==> src/rtl/core/base64_byte_encoder_macros.svh <==
// ----------------------------------------------------------------------------
// Base64 byte encoder assertion macros
// Shared concurrent assertion shorthands for the encoder RTL.
// ----------------------------------------------------------------------------
`ifndef BASE64_BYTE_ENCODER_MACROS_SVH
`define BASE64_BYTE_ENCODER_MACROS_SVH

// implication checked every clock outside reset
`define B64E_ASSERT_IMPLY(name, clk, rstn, ante, cons) \
  name: assert property (@(posedge clk) disable iff (!(rstn)) (ante) |-> (cons)) \
    else $error("b64e assertion failed");

// condition that must never hold outside reset
`define B64E_ASSERT_NEVER(name, clk, rstn, cond) \
  name: assert property (@(posedge clk) disable iff (!(rstn)) !(cond)) \
    else $error("b64e assertion failed");

`endif

==> src/rtl/core/b64e_pkg.sv <==
// ----------------------------------------------------------------------------
// Base64 encoder package
// Beat types, job format and alphabet mapping shared by the encoder blocks.
// ----------------------------------------------------------------------------
package b64e_pkg;

  localparam int unsigned QUEUE_DEPTH = 2;
  localparam int unsigned QPTR_W      = (QUEUE_DEPTH > 1) ? $clog2(QUEUE_DEPTH) : 1;
  localparam int unsigned QCNT_W      = $clog2(QUEUE_DEPTH + 1);

  localparam logic [6:0] PAD_CHAR = 7'h3D;

  typedef struct packed {
    logic [7:0] data_byte;
    logic       final_byte;
  } b64e_in_t;

  typedef struct packed {
    logic [6:0] out_char;
    logic       run_last;
    logic       message_end;
  } b64e_out_t;

  typedef struct packed {
    logic       pad;
    logic [5:0] sextet;
  } b64e_sym_t;

  typedef struct packed {
    b64e_sym_t [3:0] sym;
    logic [1:0]      last_idx;
    logic            fin;
  } b64e_job_t;

  function automatic logic [6:0] b64_char(input logic [5:0] v);
    logic [6:0] v7;
    v7 = {1'b0, v};
    if (v < 6'd26) begin
      return 7'd65 + v7;
    end else if (v < 6'd52) begin
      return 7'd97 + v7 - 7'd26;
    end else if (v < 6'd62) begin
      return 7'd48 + v7 - 7'd52;
    end else if (v == 6'd62) begin
      return 7'd43;
    end else begin
      return 7'd47;
    end
  endfunction

endpackage

==> src/rtl/core/b64e_front.sv <==
// ----------------------------------------------------------------------------
// Base64 encoder front end
// Accepts raw bytes, tracks the group phase and leftover bits, and splits
// each byte into a job of one to four sextets or pad symbols.
// ----------------------------------------------------------------------------
module b64e_front (
  input  logic                clk_i,
  input  logic                rst_ni,
  input  logic                in_valid_i,
  output logic                in_stall_o,
  input  b64e_pkg::b64e_in_t  in_data_i,
  input  logic                q_full_i,
  output logic                push_o,
  output b64e_pkg::b64e_job_t job_o
);
  import b64e_pkg::*;

  typedef enum logic [1:0] {
    PH_ZERO = 2'd0,
    PH_ONE  = 2'd1,
    PH_TWO  = 2'd2
  } phase_e;

  phase_e     phase_q, phase_d;
  logic [3:0] carry_q, carry_d;
  logic [7:0] b;
  logic       fin;

  assign in_stall_o = q_full_i;
  assign push_o     = in_valid_i && !q_full_i;
  assign b          = in_data_i.data_byte;
  assign fin        = in_data_i.final_byte;

  always_comb begin
    job_o     = '0;
    job_o.fin = fin;
    phase_d   = PH_ZERO;
    carry_d   = 4'd0;
    unique case (phase_q)
      PH_ONE: begin
        job_o.sym[0].sextet = {carry_q[1:0], b[7:4]};
        if (fin) begin
          job_o.sym[1].sextet = {b[3:0], 2'b00};
          job_o.sym[2].pad    = 1'b1;
          job_o.last_idx      = 2'd2;
        end else begin
          job_o.last_idx = 2'd0;
          phase_d        = PH_TWO;
          carry_d        = b[3:0];
        end
      end
      PH_TWO: begin
        job_o.sym[0].sextet = {carry_q, b[7:6]};
        job_o.sym[1].sextet = b[5:0];
        job_o.last_idx      = 2'd1;
      end
      default: begin
        job_o.sym[0].sextet = b[7:2];
        if (fin) begin
          job_o.sym[1].sextet = {b[1:0], 4'b0000};
          job_o.sym[2].pad    = 1'b1;
          job_o.sym[3].pad    = 1'b1;
          job_o.last_idx      = 2'd3;
        end else begin
          job_o.last_idx = 2'd0;
          phase_d        = PH_ONE;
          carry_d        = {2'b00, b[1:0]};
        end
      end
    endcase
  end

  always_ff @(posedge clk_i or negedge rst_ni) begin
    if (!rst_ni) begin
      phase_q <= PH_ZERO;
      carry_q <= 4'd0;
    end else if (push_o) begin
      phase_q <= phase_d;
      carry_q <= carry_d;
    end
  end

endmodule

==> src/rtl/core/b64e_queue.sv <==
// ----------------------------------------------------------------------------
// Base64 encoder job queue
// Short first-in first-out buffer of jobs between front end and back end.
// ----------------------------------------------------------------------------
module b64e_queue (
  input  logic                clk_i,
  input  logic                rst_ni,
  input  logic                push_i,
  input  b64e_pkg::b64e_job_t push_job_i,
  output logic                full_o,
  input  logic                pop_i,
  output logic                valid_o,
  output b64e_pkg::b64e_job_t head_o
);
  import b64e_pkg::*;

  b64e_job_t         mem_q [QUEUE_DEPTH];
  logic [QPTR_W-1:0] wr_ptr_q, rd_ptr_q;
  logic [QCNT_W-1:0] cnt_q;

  function automatic logic [QPTR_W-1:0] ptr_next(input logic [QPTR_W-1:0] p);
    if (p == QPTR_W'(QUEUE_DEPTH - 1)) begin
      return '0;
    end else begin
      return p + 1'b1;
    end
  endfunction

  assign full_o  = (cnt_q == QCNT_W'(QUEUE_DEPTH));
  assign valid_o = (cnt_q != '0);
  assign head_o  = mem_q[rd_ptr_q];

  always_ff @(posedge clk_i) begin
    if (push_i) begin
      mem_q[wr_ptr_q] <= push_job_i;
    end
  end

  always_ff @(posedge clk_i or negedge rst_ni) begin
    if (!rst_ni) begin
      wr_ptr_q <= '0;
      rd_ptr_q <= '0;
      cnt_q    <= '0;
    end else begin
      if (push_i) begin
        wr_ptr_q <= ptr_next(wr_ptr_q);
      end
      if (pop_i) begin
        rd_ptr_q <= ptr_next(rd_ptr_q);
      end
      if (push_i && !pop_i) begin
        cnt_q <= cnt_q + 1'b1;
      end else if (pop_i && !push_i) begin
        cnt_q <= cnt_q - 1'b1;
      end
    end
  end

endmodule

==> src/rtl/core/b64e_back.sv <==
// ----------------------------------------------------------------------------
// Base64 encoder back end
// Walks the head job one symbol per cycle unless stalled, maps it to ASCII
// and holds the character in the output register until the beat is taken.
// ----------------------------------------------------------------------------
`include "base64_byte_encoder_macros.svh"

module b64e_back (
  input  logic                clk_i,
  input  logic                rst_ni,
  input  logic                q_valid_i,
  input  b64e_pkg::b64e_job_t q_job_i,
  output logic                pop_o,
  output logic                out_valid_o,
  input  logic                out_stall_i,
  output b64e_pkg::b64e_out_t out_data_o
);
  import b64e_pkg::*;

  logic [1:0] idx_q;
  logic       out_valid_q;
  b64e_out_t  out_q;
  b64e_sym_t  sym;
  logic       out_free;
  logic       issue;
  logic       last;

  assign sym      = q_job_i.sym[idx_q];
  assign out_free = !out_valid_q || !out_stall_i;
  assign issue    = q_valid_i && out_free;
  assign last     = (idx_q == q_job_i.last_idx);
  assign pop_o    = issue && last;

  always_ff @(posedge clk_i or negedge rst_ni) begin
    if (!rst_ni) begin
      idx_q       <= 2'd0;
      out_valid_q <= 1'b0;
    end else begin
      if (issue) begin
        idx_q <= last ? 2'd0 : idx_q + 2'd1;
      end
      if (out_free) begin
        out_valid_q <= q_valid_i;
      end
    end
  end

  always_ff @(posedge clk_i) begin
    if (issue) begin
      out_q.out_char    <= sym.pad ? PAD_CHAR : b64_char(sym.sextet);
      out_q.run_last    <= last;
      out_q.message_end <= last && q_job_i.fin;
    end
  end

  assign out_valid_o = out_valid_q;
  assign out_data_o  = out_q;

  `B64E_ASSERT_IMPLY(a_end_is_run_last, clk_i, rst_ni,
                     out_valid_q && out_q.message_end, out_q.run_last)
  `B64E_ASSERT_IMPLY(a_idx_in_job, clk_i, rst_ni, q_valid_i, idx_q <= q_job_i.last_idx)
  `B64E_ASSERT_NEVER(a_no_leading_pad, clk_i, rst_ni, q_valid_i && q_job_i.sym[0].pad)

endmodule

==> src/rtl/core/base64_byte_encoder.sv <==
// ----------------------------------------------------------------------------
// Base64 byte encoder
// Streams raw bytes in and standard-alphabet Base64 characters out.
// ----------------------------------------------------------------------------
// Input channel: one raw byte per beat, with final_byte set on the last byte
// of a message. Output channel: one ASCII character per beat; run_last marks
// the last character caused by a byte, message_end the last of a message.
// A byte yields one or two characters mid-message, and three or four
// (including '=' padding) when it closes a message on a partial group.
// A byte beat is written into the job queue, and its first character then
// goes to the output register. Throughput: one character per cycle while the
// receiver does not stall, set by the single character path in the back end.
// The front end classifies bytes into jobs, a two-entry job queue absorbs
// bursts, and bytes keep flowing while the output register holds a beat.
// Reset clears the group phase, leftover bits, queue and output valid flag.
// While the receiver stalls, the output beat holds; once the queue fills,
// in_stall_o rises until the back end frees an entry.
// ----------------------------------------------------------------------------
module base64_byte_encoder (
  input  logic                clk_i,
  input  logic                rst_ni,
  input  logic                in_valid_i,
  output logic                in_stall_o,
  input  b64e_pkg::b64e_in_t  in_data_i,
  output logic                out_valid_o,
  input  logic                out_stall_i,
  output b64e_pkg::b64e_out_t out_data_o
);
  import b64e_pkg::*;

  b64e_job_t push_job;
  b64e_job_t head_job;
  logic      push;
  logic      full;
  logic      pop;
  logic      q_valid;

  b64e_front u_front (
    .clk_i      (clk_i),
    .rst_ni     (rst_ni),
    .in_valid_i (in_valid_i),
    .in_stall_o (in_stall_o),
    .in_data_i  (in_data_i),
    .q_full_i   (full),
    .push_o     (push),
    .job_o      (push_job)
  );

  b64e_queue u_queue (
    .clk_i      (clk_i),
    .rst_ni     (rst_ni),
    .push_i     (push),
    .push_job_i (push_job),
    .full_o     (full),
    .pop_i      (pop),
    .valid_o    (q_valid),
    .head_o     (head_job)
  );

  b64e_back u_back (
    .clk_i       (clk_i),
    .rst_ni      (rst_ni),
    .q_valid_i   (q_valid),
    .q_job_i     (head_job),
    .pop_o       (pop),
    .out_valid_o (out_valid_o),
    .out_stall_i (out_stall_i),
    .out_data_o  (out_data_o)
  );

endmodule

==> config.mk <==
export PLATFORM = sky130hd
export DESIGN_NAME = base64_byte_encoder
export DESIGN_NICKNAME = d
export VERILOG_FILES = /design/src/rtl/core/b64e_pkg.sv /design/src/rtl/core/b64e_front.sv /design/src/rtl/core/b64e_queue.sv /design/src/rtl/core/b64e_back.sv /design/src/rtl/core/base64_byte_encoder.sv
export VERILOG_INCLUDE_DIRS = /design/src /design/src/rtl/core
export SDC_FILE = /design/constraint.sdc
export NUM_CORES = 1
export LEC_CHECK = 0
export ABC_AREA = 1
export BUFFER_PORTS_ARGS = -buffer_cell sky130_fd_sc_hd__buf_2
export CAP_MARGIN = 25
export CELL_PAD_IN_SITES_DETAIL_PLACEMENT = 1
export CELL_PAD_IN_SITES_GLOBAL_PLACEMENT = 1
export CORE_MARGIN = 2
export CORE_UTILIZATION = 46
export DETAILED_ROUTE_END_ITERATION = 12
export GPL_ROUTABILITY_DRIVEN = 0
export PLACE_DENSITY_LB_ADDON = 0.08
export SYNTH_ARGS = -nofsm -noshare
export SYNTH_HDL_FRONTEND = slang
export SYNTH_SLANG_ARGS = --single-unit
==> constraint.sdc <==
create_clock -name clk_i -period 2.8 [get_ports clk_i]
set_input_delay 0.56 -clock clk_i [delete_from_list [all_inputs] [get_ports clk_i]]
set_output_delay 0.56 -clock clk_i [all_outputs]
set_load 0.05 [all_outputs]
==> flow_summary_export.csv, run 1 <==
group,metric,value,unit
global_route,grt_max_degree,19,
setup_path,critPathCaptureType,"flop",
min_path,hp-class,"in -> async",
drt,post_drt_wl_per_cell,15.4,um
synth,synth_top_area_cell,"edfxtp_1",
synth,ys_types,33,
synth,avgSynthCellArea,9.57,um^2
status,status,"finished, final reports clean",
finish,layout-drive-gt1-share,17.7,%
floorplan,start_util,47.2,%
setup_path,r2r_cells,12,
timing,period_share,87.6,%
timing,clock-skew-final,0.00817,ns
global_route,grt_pass1_vias,2346,
placement,place_ws,0.347,ns
synth,ys_async_sr_fraction,23.2,%
cts,cts_buffers,5,
placement,dp_hpwl,4970,um
floorplan,core,6280,um^2
drt,vias,2203,
global_route,grt-ovfl-total,0,
synth,synth_cells,310,
drt,drcViolationCount,0,
placement,place_inst,408,
cts,cts_tree,"done",
cts,clk_latency,0.31,ns
setup_path,worstPathMaxFanout,18,
placement,io_buffers,23,
timing,min_period,2.45,ns
synth,ys_seq_area_share,54.5,%
floorplan,die_area,7100,um^2
finish,num_antenna_cells,0,
timing,slew_headroom,54.3,%
drt,via_per_inst,5.30,
finish,area_growth_syn_to_layout,10.4,%
setup_path,r2r-end,"u_back.out_data_o[3]",
cts,cts_root_buf,"clkbuf_8",
timing,timing.fmax,0.408,GHz
floorplan,top_level_ports,24,
synth,dominantRegCellSynth,"edfxtp_1",
drt,drt_iter0_drc,53,
synth,ys_top_cells_by_area,"edfxtp_1 44%, nand2_1 11%, dfrtp_1 11%, inv_1 4.8%, ha_1 3.8%",
setup_path,worstSetupPathType,"reg -> reg",
floorplan,die_y,84.3,um
finish,fillCellCount,752,
drt,drt_wl_total,6400,um
timing,finalMaxSlewViolations,0,
timing,fin_setup_tns,0,ns
cts,numClockSinks,56,
cts,htreeDepth,2,
synth,synth_top_area_share,43.5,%
synth,synth.net_count,332,
timing,worst_pin_slew,0.685,ns
setup_path,r2r-start,"u_queue.rd_ptr_q",
finish,nNetsFinal,360,
cts,path_clk_slew,0.10,ns
finish,instances_no_fill,416,
floorplan,num_rows,29,
timing,timing.final.ws_setup,0.347,ns
global_route,grt_pass1_wl,11000,um
timing,hold_viol,0,
timing,rsz0062_at_grt,"false",
cts,cts_hold_buffers,0,
global_route,antenna_found_initial,0,
synth,synth_area,2970,um^2
setup_path,cp_data_required_time,2.87,ns
timing,setup_viol,0,
drt,ant_nets,0,
drt,first_pass_iters,4,
cts,ctsResizeCount,0,
flow_run,drv_cap,0,
synth,yosys_warnings,0,
cts,post_cts_buffers,0,
cts,ctsLongestPathBuffers,2,
synth,synth_edf_count,43,
setup_path,crit_arrival,2.52,ns
synth,synth_seq_cells,56,
global_route,grt_usage,19.7,%
setup_path,r2r_setup_slack,0.35,ns
floorplan,die_w,84.3,um
setup_path,startpoint_type,"flop",
## cells in the final DEF (no fill, tap or decap), types with 4 or more instances in the layout
cell      synthesis  layout
ha_1              9       9
nor2_1           21      21
o21ai_0           9       9
a21oi_1           6       6
nand2_2           6       6
edfxtp_1         43      43
o211ai_1          4       4
nand3_1          21      21
buf_2             0      23
dfrtp_1          13      13
nand3_2          10      10
nand2_1          90      90
clkbuf_8          0       5
inv_1            38      38
xor2_1            7       7
## critical path, cell delays in order (launching register included)
cell and delay [ns]:
dfrtp_1 0.79, inv_8 0.14, nand2_1 0.12, nand3_1 0.08, nand3_2 0.14, inv_1 0.10, ha_1 0.23, inv_1 0.09
nand2_1 0.07, nand2_1 0.08, nand2_1 0.13, o21ai_0 0.18, nor2_1 0.06
## metrics by stage
stage / util [%] / hold WS (ns) / area, um^2
final: 52.2 / 0.122 / 3270
after global routing: 52.2 / 0.139 / 3270
after CTS: 52.2 / 0.120 / 3270
after detailed placement: 50.1 / 0.472 / 3150
after global placement: 50.1 / 0.469 / 3150
after floorplan: - / 0.264 / 2970
## worst max-delay path by stage
stage                       start                    to  slack [ns]  cells after the start
2_1_floorplan  u_back.out_valid_o      u_queue.cnt_q[1]        0.81                      8
3_3_place_gp     u_queue.rd_ptr_q  u_back.out_data_o[3]        0.47                     12
3_5_place_dp     u_queue.rd_ptr_q  u_back.out_data_o[3]        0.35                     12
4_1_cts          u_queue.rd_ptr_q  u_back.out_data_o[3]        0.32                     12
5_1_grt          u_queue.rd_ptr_q  u_back.out_data_o[3]        0.01                     12
6_report         u_queue.rd_ptr_q  u_back.out_data_o[3]        0.35                     12
## flip-flops by register name, summed over array words and instances (netlist names)
register            flops
u_queue.wr_ptr_q        1
u_back.idx_q            2
u_queue.rd_ptr_q        1
u_back.out_valid_o      1
u_back.out_data_o       9
u_queue.cnt_q           2
u_front.carry_q         4
u_front.phase_q         2
u_queue.mem_q          34
## layout make-up
| type | instances | area (um^2) | share of cell area (%) |
|---|---|---|---|
| Timing Repair Buffer | 26 | 138 | 4.20 |
| Inverter | 44 | 176 | 5.39 |
| Clock inverter | 1 | 30.0 | 0.917 |
| Clock buffer | 7 | 97.6 | 2.98 |
| Multi-Input combinational cell | 205 | 1120 | 34.2 |
| Sequential cell | 56 | 1620 | 49.4 |
| Tap cell | 77 | 96.3 | 2.94 |
## kinds of logic (layout without fill, tap and decap cells)
logic type / after synthesis / in the layout / share of synthesized area, %
AO/OA/AOI/OAI: 31 / 31 / 6.46
XOR/XNOR: 9 / 9 / 2.66
AND/OR/NAND/NOR: 156 / 156 / 24.9
flip-flops: 56 / 56 / 54.5
buffers and inverters: 49 / 78 / 7.72
adder cells (fa/ha/maj): 9 / 9 / 3.80
## synth_stat cells (3+ instances only)
master / number
dfrtp_1: 13
o21ai_0: 9
o21ai_1: 3
ha_1: 9
nor2_2: 3
inv_1: 38
o211ai_1: 4
buf_6: 3
nand2_1: 90
nor2_1: 21
xor2_1: 7
nand3_2: 10
nand2_2: 6
a21oi_1: 6
nand3_1: 21
edfxtp_1: 43
## metal layers
| layer | GRT usage [%] | up-vias | wire length [um] |
|---|---|---|---|
| li1 | - | 1080 | - |
| met1 | 24.1 | 1079 | 2810 |
| met5 | 0 | - | 0 |
| met4 | 7.04 | 0 | 104 |
| met3 | 3.24 | 10 | 142 |
| met2 | 35.2 | 34 | 3350 |
Power of run 1 is not shown: default switching activity piles up to over one toggle a cycle in this logic, so the estimate is an artifact.
==> inputs of run 2 (changes only) <==
- PLACE_DENSITY_LB_ADDON: 0.08 -> 0.12
==> run 2 against run 1 <==
  * Via count rose by 0.54%
  * Final cell count rose by 0.24%
  * Flip-flop and latch count did not move
  * Die area did not move
  * First-iteration DRC count fell by 11%
  * Highest routed layer unchanged
  * Clock skew fell by 0.0055 ns
  * Global-route usage rose by 0.64 points
  * Critical path depth did not move
==> flow_summary_export.csv, run 2 (synthesis results as in run 1) <==
group,metric,value,unit
status,status,"finished, final reports clean",
timing,timing.fmax,0.413,GHz
timing,worst_pin_slew,0.601,ns
cts,ctsResizeCount,0,
setup_path,cp_data_required_time,2.88,ns
floorplan,core,6280,um^2
global_route,grt_max_degree,19,
timing,hold_viol,0,
setup_path,cp_slowest_cell,"dfrtp_1",
cts,htreeDepth,2,
setup_path,worstPathMaxFanout,18,
global_route,grt_usage,20.4,%
finish,fillCellCount,746,
timing,period_share,86.4,%
setup_path,crit_top_cell,"nand2_1",
finish,num_antenna_cells,0,
setup_path,startpoint_type,"flop",
drt,drt_wl_total,6600,um
finish,final_common_cell,"nand2_1",
floorplan,die_w,84.3,um
cts,ctsLongestPathBuffers,2,
finish,area_growth_syn_to_layout,10.1,%
drt,drcViolationCount,0,
finish,nNetsFinal,361,
floorplan,top_level_ports,24,
finish,layout-drive-gt1-share,17.9,%
timing,min_period,2.42,ns
floorplan,die_y,84.3,um
setup_path,crit_arrival,2.50,ns
timing,clock-skew-final,0.00272,ns
setup_path,worstSetupPathType,"reg -> reg",
floorplan,start_util,47.2,%
setup_path,crit_path_max_incr_delay,0.74,ns
drt,vias,2215,
global_route,grt_pass1_wl,11400,um
floorplan,num_rows,29,
placement,io_buffers,23,
cts,cts_tree,"done",
min_path,hp-class,"in -> async",
global_route,antenna_found_initial,0,
cts,cts_buffers,5,
setup_path,path_cells,"inv_8, nand2_1, nand3_1, nand3_2, inv_1, ha_1, nand4_1, nand2_1, nand2_1, nand2_1, o21ai_0, nor2_1",
floorplan,die_area,7100,um^2
timing,slew_headroom,60.0,%
timing,fin_setup_tns,0,ns
timing,finalMaxSlewViolations,0,
finish,layout_common_cells,"90 x nand2_1, 43 x edfxtp_1, 38 x inv_1",
drt,ant_nets,0,
drt,via_per_inst,5.31,
drt,post_drt_wl_per_cell,15.8,um
cts,path_clk_slew,0.10,ns
cts,cts_hold_buffers,0,
drt,first_pass_iters,4,
timing,rsz0062_at_grt,"false",
global_route,grt-ovfl-total,0,
cts,clk_latency,0.31,ns
cts,post_cts_buffers,0,
cts,cts_root_buf,"clkbuf_8",
global_route,grt_pass1_vias,2386,
finish,top_register,"u_queue.mem_q",
finish,largest_reg_flops,34,
timing,setup_viol,0,
drt,drt_iter0_drc,47,
placement,dp_hpwl,5210,um
flow_run,drv_cap,0,
cts,numClockSinks,56,
setup_path,critPathCaptureType,"flop",
## run 2: cell count changes in the layout (fill, tap and decap cells not counted), sizes merged
cell	change
clkbuf	-2
clkinv	+2
buf	+1
## run 2: worst paths after layout
check	from	end	slack (ns)	cells past startpoint
setup / recovery	u_queue.rd_ptr_q	u_back.out_data_o[3]	0.38	12
hold / removal	rst_ni	u_front.carry_q[3]	0.13	1
setup reg to reg	u_queue.rd_ptr_q	u_back.out_data_o[3]	0.38	12
hold reg to reg	u_back.out_valid_o	u_back.out_valid_o	0.50	2
max in group asynchronous	rst_ni	u_back.idx_q[0]	2.43	1
min in group clk_i	out_stall_i	u_back.out_valid_o	0.46	3
## run 2: per-stage QoR
step	cell area [um^2]	util, %	hold WS, ns	instances	setup slack, ns
finish	3270	52.0	0.126	417	0.381
floorplan	2970	-	0.264	310	0.809
detailed placement	3150	50.2	0.474	409	0.380
global route	3270	52.0	0.147	417	0.107
global placement	3150	50.2	0.469	409	0.479
CTS	3270	52.0	0.125	417	0.354
## run 2: routing by layer
metal / global-route usage [%] / up-vias / part of all wire [%]
met4: 6.89 / 0 / 1.4
met3: 3.15 / 10 / 2.3
li1: - / 1085 / -
met5: 0 / - / 0
met1: 23.6 / 1090 / 42
met2: 38.2 / 30 / 54
## run 2: final cells by class
class                           count  area [um^2]  share of cell area (%)
Clock buffer                        5         68.8                    2.11
Clock inverter                      3         42.5                    1.30
Inverter                           44          176                    5.40
Multi-Input combinational cell    205         1120                    34.3
Sequential cell                    56         1620                    49.5
Tap cell                           77         96.3                    2.95
Timing Repair Buffer               27          145                    4.44
## run 2: critical path: cells and delay by family (launching register included)
| family | cells | cell delay (ns) |
|---|---|---|
| adder cells (fa/ha/maj) | 1 | 0.23 |
| buffers and inverters | 2 | 0.23 |
| flip-flops | 1 | 0.74 |
| AND/OR/NAND/NOR | 8 | 0.79 |
| AO/OA/AOI/OAI | 1 | 0.19 |
Power of run 2 is left out for the same reason.
==> inputs of run 3 (changes only) <==
==> constraint.sdc (replaced) <==
create_clock -name clk_i -period 2.8 [get_ports clk_i]
set_input_delay 0.14 -clock clk_i [delete_from_list [all_inputs] [get_ports clk_i]]
set_output_delay 0.14 -clock clk_i [all_outputs]
set_load 0.05 [all_outputs]
==> run 3 against run 2 <==
  * Routed wire length decreased by 5.8%
  * Via count decreased by 2.0%
  * Maximum frequency increased by 0.62%
  * Final cell count increased by 0.24%
  * Highest routed layer unchanged
==> flow_summary_export.csv, run 3 (synthesis results as in run 1) <==
group,metric,value,unit
timing,fin_setup_tns,0,ns
cts,htreeDepth,2,
timing,setup_viol,0,
setup_path,crit_arrival,2.47,ns
cts,ctsLongestPathBuffers,2,
placement,place_ws,0.388,ns
setup_path,cp_slowest_cell,"dfrtp_1",
timing,hold_viol,0,
finish,area_growth_syn_to_layout,10.3,%
timing,period_share,85.8,%
flow_run,drv_cap,0,
global_route,grt_pass1_vias,2335,
cts,ctsResizeCount,0,
finish,nNetsFinal,362,
finish,layout_common_cells,"90 x nand2_1, 43 x edfxtp_1, 38 x inv_1",
cts,path_clk_slew,0.10,ns
finish,final_common_cell,"nand2_1",
global_route,grt_usage,19.3,%
setup_path,crit_top_cell,"nand2_1",
min_path,hp-class,"in -> reg",
status,status,"finished, final reports clean",
floorplan,start_util,47.2,%
global_route,grt_max_degree,19,
cts,cts_hold_buffers,1,
cts,post_cts_buffers,0,
placement,dp_hpwl,4940,um
setup_path,crit_buf_inv,3,
finish,layout-drive-gt1-share,17.9,%
setup_path,critPathCaptureType,"flop",
floorplan,die_y,84.3,um
placement,io_buffers,23,
cts,cts_buffers,5,
drt,post_drt_wl_per_cell,14.9,um
setup_path,cp_data_required_time,2.87,ns
cts,cts_tree,"done",
floorplan,die_w,84.3,um
timing,min_period,2.40,ns
drt,drcViolationCount,0,
finish,top_register,"u_queue.mem_q",
finish,final_util,52.1,%
finish,num_antenna_cells,0,
setup_path,startpoint_type,"flop",
drt,drt_wl_total,6220,um
global_route,grt_pass1_wl,10900,um
drt,first_pass_iters,4,
timing,clock-skew-final,0.00699,ns
timing,timing.final.ws_setup,0.396,ns
setup_path,crit_path_max_incr_delay,0.73,ns
setup_path,worstSetupPathType,"reg -> reg",
floorplan,die_area,7100,um^2
setup_path,path_cells,"inv_8, nand2_2, nand3_1, nand3_2, inv_1, ha_1, inv_1, nand2_1, nand2_1, nand2_1, o21ai_0, nor2_1",
drt,ant_nets,0,
timing,timing.fmax,0.416,GHz
timing,finalMaxSlewViolations,0,
setup_path,worstPathMaxFanout,18,
cts,clk_latency,0.30,ns
placement,place_inst,409,
finish,fillCellCount,741,
timing,worst_pin_slew,0.595,ns
cts,numClockSinks,56,
global_route,grt-ovfl-total,0,
finish,instances_no_fill,418,
setup_path,path_delay_family,"flip-flops",
timing,slew_headroom,60.3,%
drt,vias,2171,
global_route,antenna_found_initial,0,
drt,via_per_inst,5.19,
drt,drt_iter0_drc,66,
floorplan,top_level_ports,24,
finish,largest_reg_flops,34,
timing,rsz0062_at_grt,"false",
cts,cts_root_buf,"clkbuf_8",
floorplan,core,6280,um^2
floorplan,num_rows,29,
## run 3: through the flow
step	hold slack [ns]	cell area [um^2]
2_1_floorplan	-0.156	2970
3_3_place_gp	0.0502	3150
3_5_place_dp	0.0514	3150
4_1_cts	0.0413	3270
5_1_grt	0.0562	3270
6_report	0.0537	3270
## run 3: worst register-to-register path: stages, from the launching register on
cell and delay, ns:
dfrtp_1 0.73, inv_8 0.13, nand2_2 0.09, nand3_1 0.09, nand3_2 0.14, inv_1 0.10
ha_1 0.23, inv_1 0.09, nand2_1 0.08, nand2_1 0.09, nand2_1 0.15, o21ai_0 0.18
nor2_1 0.06
## run 3: worst paths after layout
check,slack [ns],start,cells after the start,to
max,0.40,u_queue.rd_ptr_q,12,u_back.out_data_o[3]
min,0.05,out_stall_i,3,u_back.out_valid_o
max reg2reg,0.40,u_queue.rd_ptr_q,12,u_back.out_data_o[3]
min reg2reg,0.50,u_back.out_valid_o,2,u_back.out_valid_o
max in group asynchronous,2.31,rst_ni,2,u_back.out_valid_o
min in group asynchronous,0.26,rst_ni,2,u_front.carry_q[3]
## run 3: area by class of cell
| class | instances | area, um^2 | area share, % |
|---|---|---|---|
| Multi-Input combinational cell | 205 | 1120 | 34.2 |
| Inverter | 44 | 176 | 5.39 |
| Sequential cell | 56 | 1620 | 49.4 |
| Tap cell | 77 | 96.3 | 2.94 |
| Clock buffer | 6 | 72.6 | 2.22 |
| Timing Repair Buffer | 28 | 155 | 4.74 |
| Clock inverter | 2 | 35.0 | 1.07 |
## run 3: metal layers
metal  part of all wire, %  vias to the layer above  GRT usage, %  routed length, um
met5                     0                        -             0                  0
met4                   1.6                        0          6.45                102
met3                   1.7                       10          3.05                108
met2                    53                       20          34.9               3280
met1                    44                     1059          23.3               2720
li1                      -                     1082             -                  -
Power of run 3 is left out for the same reason.
